--- src/design/fsc_pkg.sv ---
// Shared types, constants and a helper function for the stack processor core.
`default_nettype none
package fsc_pkg;

    // Word memory geometry: indices always wrap to fifteen bits.
    localparam int ADDR_W    = 15;
    localparam int DATA_W    = 16;
    localparam int MEM_WORDS = 1 << ADDR_W;

    // Reset values of the stack pointers.
    localparam logic [ADDR_W-1:0] DSP_RESET = 15'd8704;
    localparam logic [ADDR_W-1:0] RSP_RESET = 15'd32767;

    // Trap taken on a divide by zero.
    localparam logic [ADDR_W-1:0] DIV0_PC  = 15'd1;
    localparam logic [DATA_W-1:0] DIV0_TOS = 16'd10;

    // Request operation codes.
    typedef enum logic [1:0] {
        OP_WRITE = 2'd0,
        OP_READ  = 2'd1,
        OP_EXEC  = 2'd2,
        OP_NONE  = 2'd3
    } op_t;

    // Result status codes.
    localparam logic [1:0] ST_EXECUTED = 2'd0;
    localparam logic [1:0] ST_STALLED  = 2'd1;
    localparam logic [1:0] ST_HALTED   = 2'd2;
    localparam logic [1:0] ST_MEM_DONE = 2'd3;

    // Instruction classes.
    typedef enum logic [2:0] {
        KIND_LIT,
        KIND_ALU,
        KIND_CALL,
        KIND_CBRANCH,
        KIND_BRANCH
    } ins_kind_t;

    // ALU function codes (bits 12:8 of an ALU instruction).
    typedef logic [4:0] alu_fn_t;
    localparam alu_fn_t FN_N     = 5'd1;
    localparam alu_fn_t FN_R     = 5'd2;
    localparam alu_fn_t FN_FETCH = 5'd3;
    localparam alu_fn_t FN_STORE = 5'd4;
    localparam alu_fn_t FN_ADDC  = 5'd5;
    localparam alu_fn_t FN_MULH  = 5'd6;
    localparam alu_fn_t FN_AND   = 5'd7;
    localparam alu_fn_t FN_OR    = 5'd8;
    localparam alu_fn_t FN_XOR   = 5'd9;
    localparam alu_fn_t FN_INV   = 5'd10;
    localparam alu_fn_t FN_DEC   = 5'd11;
    localparam alu_fn_t FN_ZEQ   = 5'd12;
    localparam alu_fn_t FN_EQ    = 5'd13;
    localparam alu_fn_t FN_ULT   = 5'd14;
    localparam alu_fn_t FN_LT    = 5'd15;
    localparam alu_fn_t FN_RSH   = 5'd16;
    localparam alu_fn_t FN_LSH   = 5'd17;
    localparam alu_fn_t FN_SP    = 5'd18;
    localparam alu_fn_t FN_RP    = 5'd19;
    localparam alu_fn_t FN_SETSP = 5'd20;
    localparam alu_fn_t FN_SETRP = 5'd21;
    localparam alu_fn_t FN_ZERO  = 5'd22;
    localparam alu_fn_t FN_OUT   = 5'd23;
    localparam alu_fn_t FN_IN    = 5'd24;
    localparam alu_fn_t FN_UDIV  = 5'd25;
    localparam alu_fn_t FN_SDIV  = 5'd26;
    localparam alu_fn_t FN_HALT  = 5'd27;

    // Memory address sources.
    typedef enum logic [2:0] {
        ADDR_REQ,
        ADDR_PC,
        ADDR_SP,
        ADDR_RP,
        ADDR_TOS,
        ADDR_SPW,
        ADDR_SPF,
        ADDR_RPF
    } addr_sel_t;

    // Memory write data sources.
    typedef enum logic [1:0] {
        WD_REQ,
        WD_NN,
        WD_TW,
        WD_CALL
    } wd_sel_t;

    // Controller states.
    typedef enum logic [4:0] {
        S_IDLE,
        S_MWR,
        S_MRD,
        S_MRD_WAIT,
        S_FETCH,
        S_RD_N,
        S_RD_R,
        S_RD_T,
        S_RD_W,
        S_EXEC,
        S_WR_LIT,
        S_WR_CALL,
        S_ST_TOS,
        S_LD4,
        S_LD4_WAIT,
        S_WR_LOW,
        S_DIV,
        S_WB_R,
        S_WB_N,
        S_COMMIT,
        S_DONE
    } ctrl_state_t;

    // Commands from the controller to the datapath.
    typedef struct packed {
        logic      ld_req;
        logic      mem_we;
        addr_sel_t addr_sel;
        wd_sel_t   wd_sel;
        logic      ld_ins;
        logic      ld_n;
        logic      ld_r;
        logic      ld_tm;
        logic      ld_rd;
        logic      ld_exec;
        logic      ld_t4;
        logic      div_start;
        logic      ld_div;
        logic      commit;
        logic      ld_out;
    } cmd_t;

    // Status from the datapath to the controller.
    typedef struct packed {
        op_t       op;
        ins_kind_t kind;
        alu_fn_t   fn;
        logic      wr_r;
        logic      wr_n;
        logic      stall;
        logic      halt;
        logic      div_zero;
        logic      div_done;
    } stat_t;

    // Stack pointer adjustment for a two-bit delta code: 0, +1, -2, -1.
    function automatic logic [ADDR_W-1:0] stack_delta(input logic [1:0] code);
        logic [ADDR_W-1:0] d;
        case (code)
            2'd0:    d = '0;
            2'd1:    d = ADDR_W'(1);
            2'd2:    d = ADDR_W'(-2);
            default: d = ADDR_W'(-1);
        endcase
        return d;
    endfunction

endpackage
`default_nettype wire

--- src/design/fsc_ctrl.sv ---
// Controller: sequences memory accesses, execution, divide and result transfer.
`default_nettype none
module fsc_ctrl (
    input  wire logic           aclk,
    input  wire logic           aresetn,
    input  wire logic           s_valid,
    output logic                s_ready,
    output logic                m_valid,
    input  wire logic           m_ready,
    input  wire fsc_pkg::stat_t stat,
    output fsc_pkg::cmd_t       cmd
);
    fsc_pkg::ctrl_state_t state_reg, state_next;
    logic                 m_valid_reg, m_valid_next;
    logic                 out_free;

    assign s_ready  = (state_reg == fsc_pkg::S_IDLE);
    assign m_valid  = m_valid_reg;
    assign out_free = !m_valid_reg || m_ready;

    // Next state.
    always_comb begin
        state_next = state_reg;
        case (state_reg)
            fsc_pkg::S_IDLE: begin
                if (s_valid) state_next = fsc_pkg::S_FETCH;
            end
            fsc_pkg::S_FETCH: begin
                // First cycle after a transfer: dispatch on the latched operation.
                case (stat.op)
                    fsc_pkg::OP_WRITE: state_next = fsc_pkg::S_MWR;
                    fsc_pkg::OP_READ:  state_next = fsc_pkg::S_MRD;
                    fsc_pkg::OP_EXEC:  state_next = fsc_pkg::S_RD_N;
                    default:           state_next = fsc_pkg::S_DONE;
                endcase
            end
            fsc_pkg::S_MWR:      state_next = fsc_pkg::S_DONE;
            fsc_pkg::S_MRD:      state_next = fsc_pkg::S_MRD_WAIT;
            fsc_pkg::S_MRD_WAIT: state_next = fsc_pkg::S_DONE;
            fsc_pkg::S_RD_N:     state_next = fsc_pkg::S_RD_R;
            fsc_pkg::S_RD_R:     state_next = fsc_pkg::S_RD_T;
            fsc_pkg::S_RD_T:     state_next = fsc_pkg::S_RD_W;
            fsc_pkg::S_RD_W:     state_next = fsc_pkg::S_EXEC;
            fsc_pkg::S_EXEC: begin
                case (stat.kind)
                    fsc_pkg::KIND_LIT:  state_next = fsc_pkg::S_WR_LIT;
                    fsc_pkg::KIND_CALL: state_next = fsc_pkg::S_WR_CALL;
                    fsc_pkg::KIND_ALU: begin
                        if (stat.stall) begin
                            state_next = fsc_pkg::S_DONE;
                        end else if (stat.halt) begin
                            state_next = fsc_pkg::S_COMMIT;
                        end else begin
                            case (stat.fn)
                                fsc_pkg::FN_STORE: state_next = fsc_pkg::S_ST_TOS;
                                fsc_pkg::FN_ADDC, fsc_pkg::FN_MULH:
                                    state_next = fsc_pkg::S_WR_LOW;
                                fsc_pkg::FN_UDIV, fsc_pkg::FN_SDIV:
                                    state_next = stat.div_zero ? fsc_pkg::S_WB_R
                                                               : fsc_pkg::S_DIV;
                                default: state_next = fsc_pkg::S_WB_R;
                            endcase
                        end
                    end
                    default: state_next = fsc_pkg::S_COMMIT;
                endcase
            end
            fsc_pkg::S_WR_LIT:   state_next = fsc_pkg::S_COMMIT;
            fsc_pkg::S_WR_CALL:  state_next = fsc_pkg::S_COMMIT;
            fsc_pkg::S_ST_TOS:   state_next = fsc_pkg::S_LD4;
            fsc_pkg::S_LD4:      state_next = fsc_pkg::S_LD4_WAIT;
            fsc_pkg::S_LD4_WAIT: state_next = fsc_pkg::S_WB_R;
            fsc_pkg::S_WR_LOW:   state_next = fsc_pkg::S_WB_R;
            fsc_pkg::S_DIV: begin
                if (stat.div_done) state_next = fsc_pkg::S_WB_R;
            end
            fsc_pkg::S_WB_R:     state_next = fsc_pkg::S_WB_N;
            fsc_pkg::S_WB_N:     state_next = fsc_pkg::S_COMMIT;
            fsc_pkg::S_COMMIT:   state_next = fsc_pkg::S_DONE;
            fsc_pkg::S_DONE: begin
                if (out_free) state_next = fsc_pkg::S_IDLE;
            end
            default: state_next = fsc_pkg::S_IDLE;
        endcase
    end

    // Commands to the datapath.
    always_comb begin
        cmd           = '0;
        cmd.addr_sel  = fsc_pkg::ADDR_PC;
        cmd.wd_sel    = fsc_pkg::WD_TW;
        case (state_reg)
            fsc_pkg::S_IDLE: cmd.ld_req = s_valid;
            fsc_pkg::S_FETCH: cmd.addr_sel = fsc_pkg::ADDR_PC;
            fsc_pkg::S_MWR: begin
                cmd.mem_we   = 1'b1;
                cmd.addr_sel = fsc_pkg::ADDR_REQ;
                cmd.wd_sel   = fsc_pkg::WD_REQ;
            end
            fsc_pkg::S_MRD:      cmd.addr_sel = fsc_pkg::ADDR_REQ;
            fsc_pkg::S_MRD_WAIT: cmd.ld_rd = 1'b1;
            fsc_pkg::S_RD_N: begin
                cmd.ld_ins   = 1'b1;
                cmd.addr_sel = fsc_pkg::ADDR_SP;
            end
            fsc_pkg::S_RD_R: begin
                cmd.ld_n     = 1'b1;
                cmd.addr_sel = fsc_pkg::ADDR_RP;
            end
            fsc_pkg::S_RD_T: begin
                cmd.ld_r     = 1'b1;
                cmd.addr_sel = fsc_pkg::ADDR_TOS;
            end
            fsc_pkg::S_RD_W: cmd.ld_tm = 1'b1;
            fsc_pkg::S_EXEC: begin
                cmd.ld_exec   = 1'b1;
                cmd.div_start = (stat.kind == fsc_pkg::KIND_ALU) && !stat.div_zero
                             && ((stat.fn == fsc_pkg::FN_UDIV)
                              || (stat.fn == fsc_pkg::FN_SDIV));
            end
            fsc_pkg::S_WR_LIT: begin
                cmd.mem_we   = 1'b1;
                cmd.addr_sel = fsc_pkg::ADDR_SPF;
                cmd.wd_sel   = fsc_pkg::WD_TW;
            end
            fsc_pkg::S_WR_CALL: begin
                cmd.mem_we   = 1'b1;
                cmd.addr_sel = fsc_pkg::ADDR_RPF;
                cmd.wd_sel   = fsc_pkg::WD_CALL;
            end
            fsc_pkg::S_ST_TOS: begin
                cmd.mem_we   = 1'b1;
                cmd.addr_sel = fsc_pkg::ADDR_TOS;
                cmd.wd_sel   = fsc_pkg::WD_NN;
            end
            fsc_pkg::S_LD4:      cmd.addr_sel = fsc_pkg::ADDR_SPW;
            fsc_pkg::S_LD4_WAIT: cmd.ld_t4 = 1'b1;
            fsc_pkg::S_WR_LOW: begin
                cmd.mem_we   = 1'b1;
                cmd.addr_sel = fsc_pkg::ADDR_SP;
                cmd.wd_sel   = fsc_pkg::WD_NN;
            end
            fsc_pkg::S_DIV: cmd.ld_div = stat.div_done;
            fsc_pkg::S_WB_R: begin
                cmd.mem_we   = stat.wr_r;
                cmd.addr_sel = fsc_pkg::ADDR_RPF;
                cmd.wd_sel   = fsc_pkg::WD_TW;
            end
            fsc_pkg::S_WB_N: begin
                cmd.mem_we   = stat.wr_n;
                cmd.addr_sel = fsc_pkg::ADDR_SPF;
                cmd.wd_sel   = fsc_pkg::WD_TW;
            end
            fsc_pkg::S_COMMIT: cmd.commit = 1'b1;
            fsc_pkg::S_DONE:   cmd.ld_out = out_free;
            default:           cmd.ld_req = 1'b0;
        endcase
    end

    // Result valid flag: set when a result is loaded, cleared by its transfer.
    always_comb begin
        m_valid_next = m_valid_reg;
        if (m_valid_reg && m_ready) m_valid_next = 1'b0;
        if (cmd.ld_out)             m_valid_next = 1'b1;
    end

    always_ff @(posedge aclk) begin
        if (!aresetn) begin
            state_reg   <= fsc_pkg::S_IDLE;
            m_valid_reg <= 1'b0;
        end else begin
            state_reg   <= state_next;
            m_valid_reg <= m_valid_next;
        end
    end

    // A transfer on the input always starts a new step.
    a_accept_leaves_idle: assert property (@(posedge aclk) disable iff (!aresetn)
        (s_valid && s_ready) |=> (state_reg == fsc_pkg::S_FETCH))
        else $error("accepted request did not start a step");

    // A result only appears after the final state of a step.
    a_result_from_done: assert property (@(posedge aclk) disable iff (!aresetn)
        $rose(m_valid_reg) |-> $past(state_reg == fsc_pkg::S_DONE))
        else $error("result valid raised outside the done state");

    // The divider is never started against a zero divisor.
    a_no_div_by_zero: assert property (@(posedge aclk) disable iff (!aresetn)
        (state_reg == fsc_pkg::S_DIV) |-> !stat.div_zero)
        else $error("divide sequence entered with a zero divisor");

    // Memory writes never happen while waiting for a request.
    a_no_write_idle: assert property (@(posedge aclk) disable iff (!aresetn)
        (state_reg == fsc_pkg::S_IDLE) |-> !cmd.mem_we)
        else $error("memory write issued while idle");

endmodule
`default_nettype wire

--- config.mk ---
export PLATFORM = sky130hd
export DESIGN_NAME = fsc_ctrl
export DESIGN_NICKNAME = d
export VERILOG_FILES = /design/src/design/fsc_pkg.sv /design/src/design/fsc_ctrl.sv
export SDC_FILE = /design/constraint.sdc
export NUM_CORES = 1
export LEC_CHECK = 0
export BUFFER_PORTS_ARGS = -buffer_cell sky130_fd_sc_hd__buf_2
export CAP_MARGIN = 20
export CORE_ASPECT_RATIO = 1.4
export CORE_MARGIN = 4
export CORE_UTILIZATION = 40
export CTS_CLUSTER_DIAMETER = 40
export DETAILED_ROUTE_END_ITERATION = 10
export PLACE_DENSITY = 0.79
export SYNTH_ARGS = -nofsm -noshare
export SYNTH_HDL_FRONTEND = slang
export SYNTH_SLANG_ARGS = --single-unit
export TNS_END_PERCENT = 30
--- constraint.sdc ---
create_clock -name aclk -period 1.6 [get_ports aclk]
set_clock_uncertainty 0.15 [all_clocks]
set_input_delay 0.16 -clock aclk [delete_from_list [all_inputs] [get_ports aclk]]
set_output_delay 0.16 -clock aclk [all_outputs]
set_load 0.02 [all_outputs]
==> out/qor.yml <==
yosys:
  synth_area_leader_cell: "dfxtp_1"
  yosysWarnings: 0
  synth_top_area_frac: 0.130
  synth_edf_count: 0
  ys_ff_latch: 6
  postSynthCellCount: 142
  netlist_area_um2: 925
  ys_seq_area_frac: 0.130
  async_flop_share: 0
  synthDistinctLibCells: 46
  synth_ff_type: "dfxtp_1"
  avgSynthCellArea_um2: 6.51
  synth_area_leaders: "dfxtp_1 13%, nor2_1 8.1%, nand2_1 5.7%"
  synth_fp_nets: 162
timing:
  setup_viol: 19
  maxSlewViolCount: 0
  rsz0062_at_grt: "yes"
  hold_viol: 0
  clock.fmax_ghz: 0.531
  period_share: 1.18
  slew_headroom: 0.761
  fin_crit_ns: 1.88
  worst_pin_slew_ns: 0.358
  layout_setup_ws_ns: -0.283
  whs_ns: 0.0364
worst_setup_path:
  worst-path-buf-inv: 2
  path_class: "flop to output pin"
  crit_arrival_ns: 1.57
  path_cells: "nor2b_4, buf_4, a21oi_1, o22ai_1, nand2b_1, buf_2"
  cp_slowest_stage_delay_ns: 0.37
  required_ns: 1.29
  crit_family: "flip-flops"
  worst-path-max-fanout: 4
  cp_slowest_cell: "dfxtp_4"
  worstSetupEndpointType: "output pin"
  cp-start-kind: "flop"
clock_tree:
  max-clock-path-buffers: 2
  cts_sinks: 6
  insertion_delay_ns: 0.25
  cts_hold_buf: 0
  cts.clk_slew.worst_paths_ns: 0.05
  cts_root_buf: "clkbuf_4"
  htree_levels: 1
  numCtsBuffers: 3
  cts_tree: "built"
power:
  p_int_mw: 1.46
  ir_worst_vdd_mv: 0.784
  netSwitchingPower_mw: 1.44
  swShare: 0.497
  p_total_mw: 2.90
  combPwrFrac: 0.840
  powerDensity_mw_per_mm2: 1650
  leakagePower_nw: 0.754
  pwr-share-clk: 0.051
  seq_power_share: 0.109
place:
  io_buffers: 39
  dp_cells: 225
  place_ws_ns: -0.174
  gp_congestion: 0.921
  dpl.hpwl_um: 2690
flow_run:
  drv_cap: 0
final_layout:
  largest_reg_flops: 5
  drive_gt1_frac: 0.595
  syn2layout_area_growth_pct: 90.3
  fin_cells: 237
  num_antenna_cells: 0
  nets: 237
outcome:
  status: "finished, violations left"
  failed_checks: "setup timing"
route:
  ant_nets: 0
  drt_iter0_drc: 85
  drc: 0
  via_per_inst: 6.27
  routed_wl_um: 4600
  dr.pass1.iters: 5
  num_vias: 1487
  wire_per_inst_um: 19.4
floorplan:
  die_area_mm2: 0.00316
  io-pin-count: 40
  die_w_um: 48.6
  die-height_um: 64.9
  fp.coreArea_mm2: 0.00220
  rows: 20
  initial_utilization: 0.420
grt:
  grt_pass1_wl_um: 6430
  track_usage: 0.254
  top_usage_layer: "met2"
  grt_remaining_overflow: 0
  grtUsageMet2: 0.485
  use_met3: 0.0391
  grt_max_degree: 16
  use_met1: 0.243
  grt_pass1_vias: 1455
  grt_antenna_before_repair: 0
hold_path:
  hp-class: "input pin to flop"
[layout by cell type (no fill, tap or decap), types with 4 or more instances in the layout]
cell and instances:
a31oi_1 4, a21oi_1 9, nor3_1 4, nand2_1 8
buf_6 17, buf_2 23, nand2_2 5, nand3_1 4
nor2_1 17, buf_4 40, dfxtp_4 5, nor3_2 5
o21ai_0 6
[cell usage after synthesis (2+ instances only)]
cell type / instances
a2bb2oi_1: 2
xor2_1: 2
nor2b_1: 2
nand3_1: 4
nor4_1: 2
nor3_1: 10
a211oi_1: 4
nand2_1: 14
a21o_1: 2
buf_4: 2
a21oi_1: 10
and3_1: 2
dfxtp_1: 6
buf_2: 7
nand2b_1: 5
o21ai_0: 7
o21ai_1: 2
nor2_1: 20
and2_1: 2
buf_6: 2
a31oi_1: 4
inv_1: 2
o22ai_1: 3
nand3b_1: 3
a211o_1: 2
[stage by stage]
| step | utilization | area [um2] | TNS, ns |
|---|---|---|---|
| detailed placement | 0.605 | 1330 | -1.02 |
| CTS | 0.726 | 1600 | -1.50 |
| floorplan | - | 931 | -0.151 |
| global placement | 0.605 | 1330 | -0.717 |
| global route | 0.799 | 1760 | -3.81 |
| finish | 0.799 | 1760 | -2.78 |
[metal layers]
metal / routed length, um / up-vias
met5: 0 / -
met4: 273 / 0
met3: 332 / 27
met2: 2380 / 104
met1: 1610 / 687
li1: - / 669
[area by class of cell]
class,instances,area [um2]
Timing Repair Buffer,82,642
Fill cell,131,443
Clock buffer,3,22.5
Sequential cell,6,139
Inverter,4,16.3
Multi-Input combinational cell,120,912
Tap cell,22,27.5
[power groups by stage]
stage / Combinational (mW) / Sequential, mW / Clock [mW]
final: 2.44 / 0.317 / 0.149
after global routing: 2.56 / 0.323 / 0.153
after CTS: 2.01 / 0.311 / 0.146
after detailed placement: 1.61 / 0.275 / 0
after global placement: 1.58 / 0.273 / 0
after floorplan: 1.03 / 0.223 / 0
[repair_timing]
| item | CTS | global route |
|---|---|---|
| pin swaps | 10 | 8 |
| hold endpoints to repair | 0 | 0 |
| gates resized for setup | 55 | 36 |
| buffers inserted | 8 | 3 |
| setup endpoints to repair | 23 | 23 |
[kinds of logic after synthesis]
| group | count (synthesis) | share of synthesized area |
|---|---|---|
| AOI/OAI and AO/OA | 45 | 0.321 |
| xor gates and xnor gates | 2 | 0.0189 |
| buffers and inverters | 16 | 0.100 |
| DFF | 6 | 0.130 |
| muxes | 1 | 0.0108 |
| and+or+nand+nor | 72 | 0.419 |
[worst reg2reg max path, cell delays in order, from the launching register on]
cell and delay, ns:
dfxtp_4 0.36, buf_4 0.17, buf_4 0.16, nor2_4 0.11, buf_6 0.12, mux2i_1 0.25, nand3b_1 0.17, a31oi_1 0.22
[worst paths after layout]
kind,endpoint,cells after the start,start,slack [ns]
setup / recovery,cmd[12],6,state_reg[2],-0.28
hold / removal,m_valid,2,aresetn,0.04
setup reg to reg,state_reg[0],7,state_reg[3],-0.21
hold reg to reg,m_valid,3,m_valid,0.61
Power figures use the tool's default switching activity.
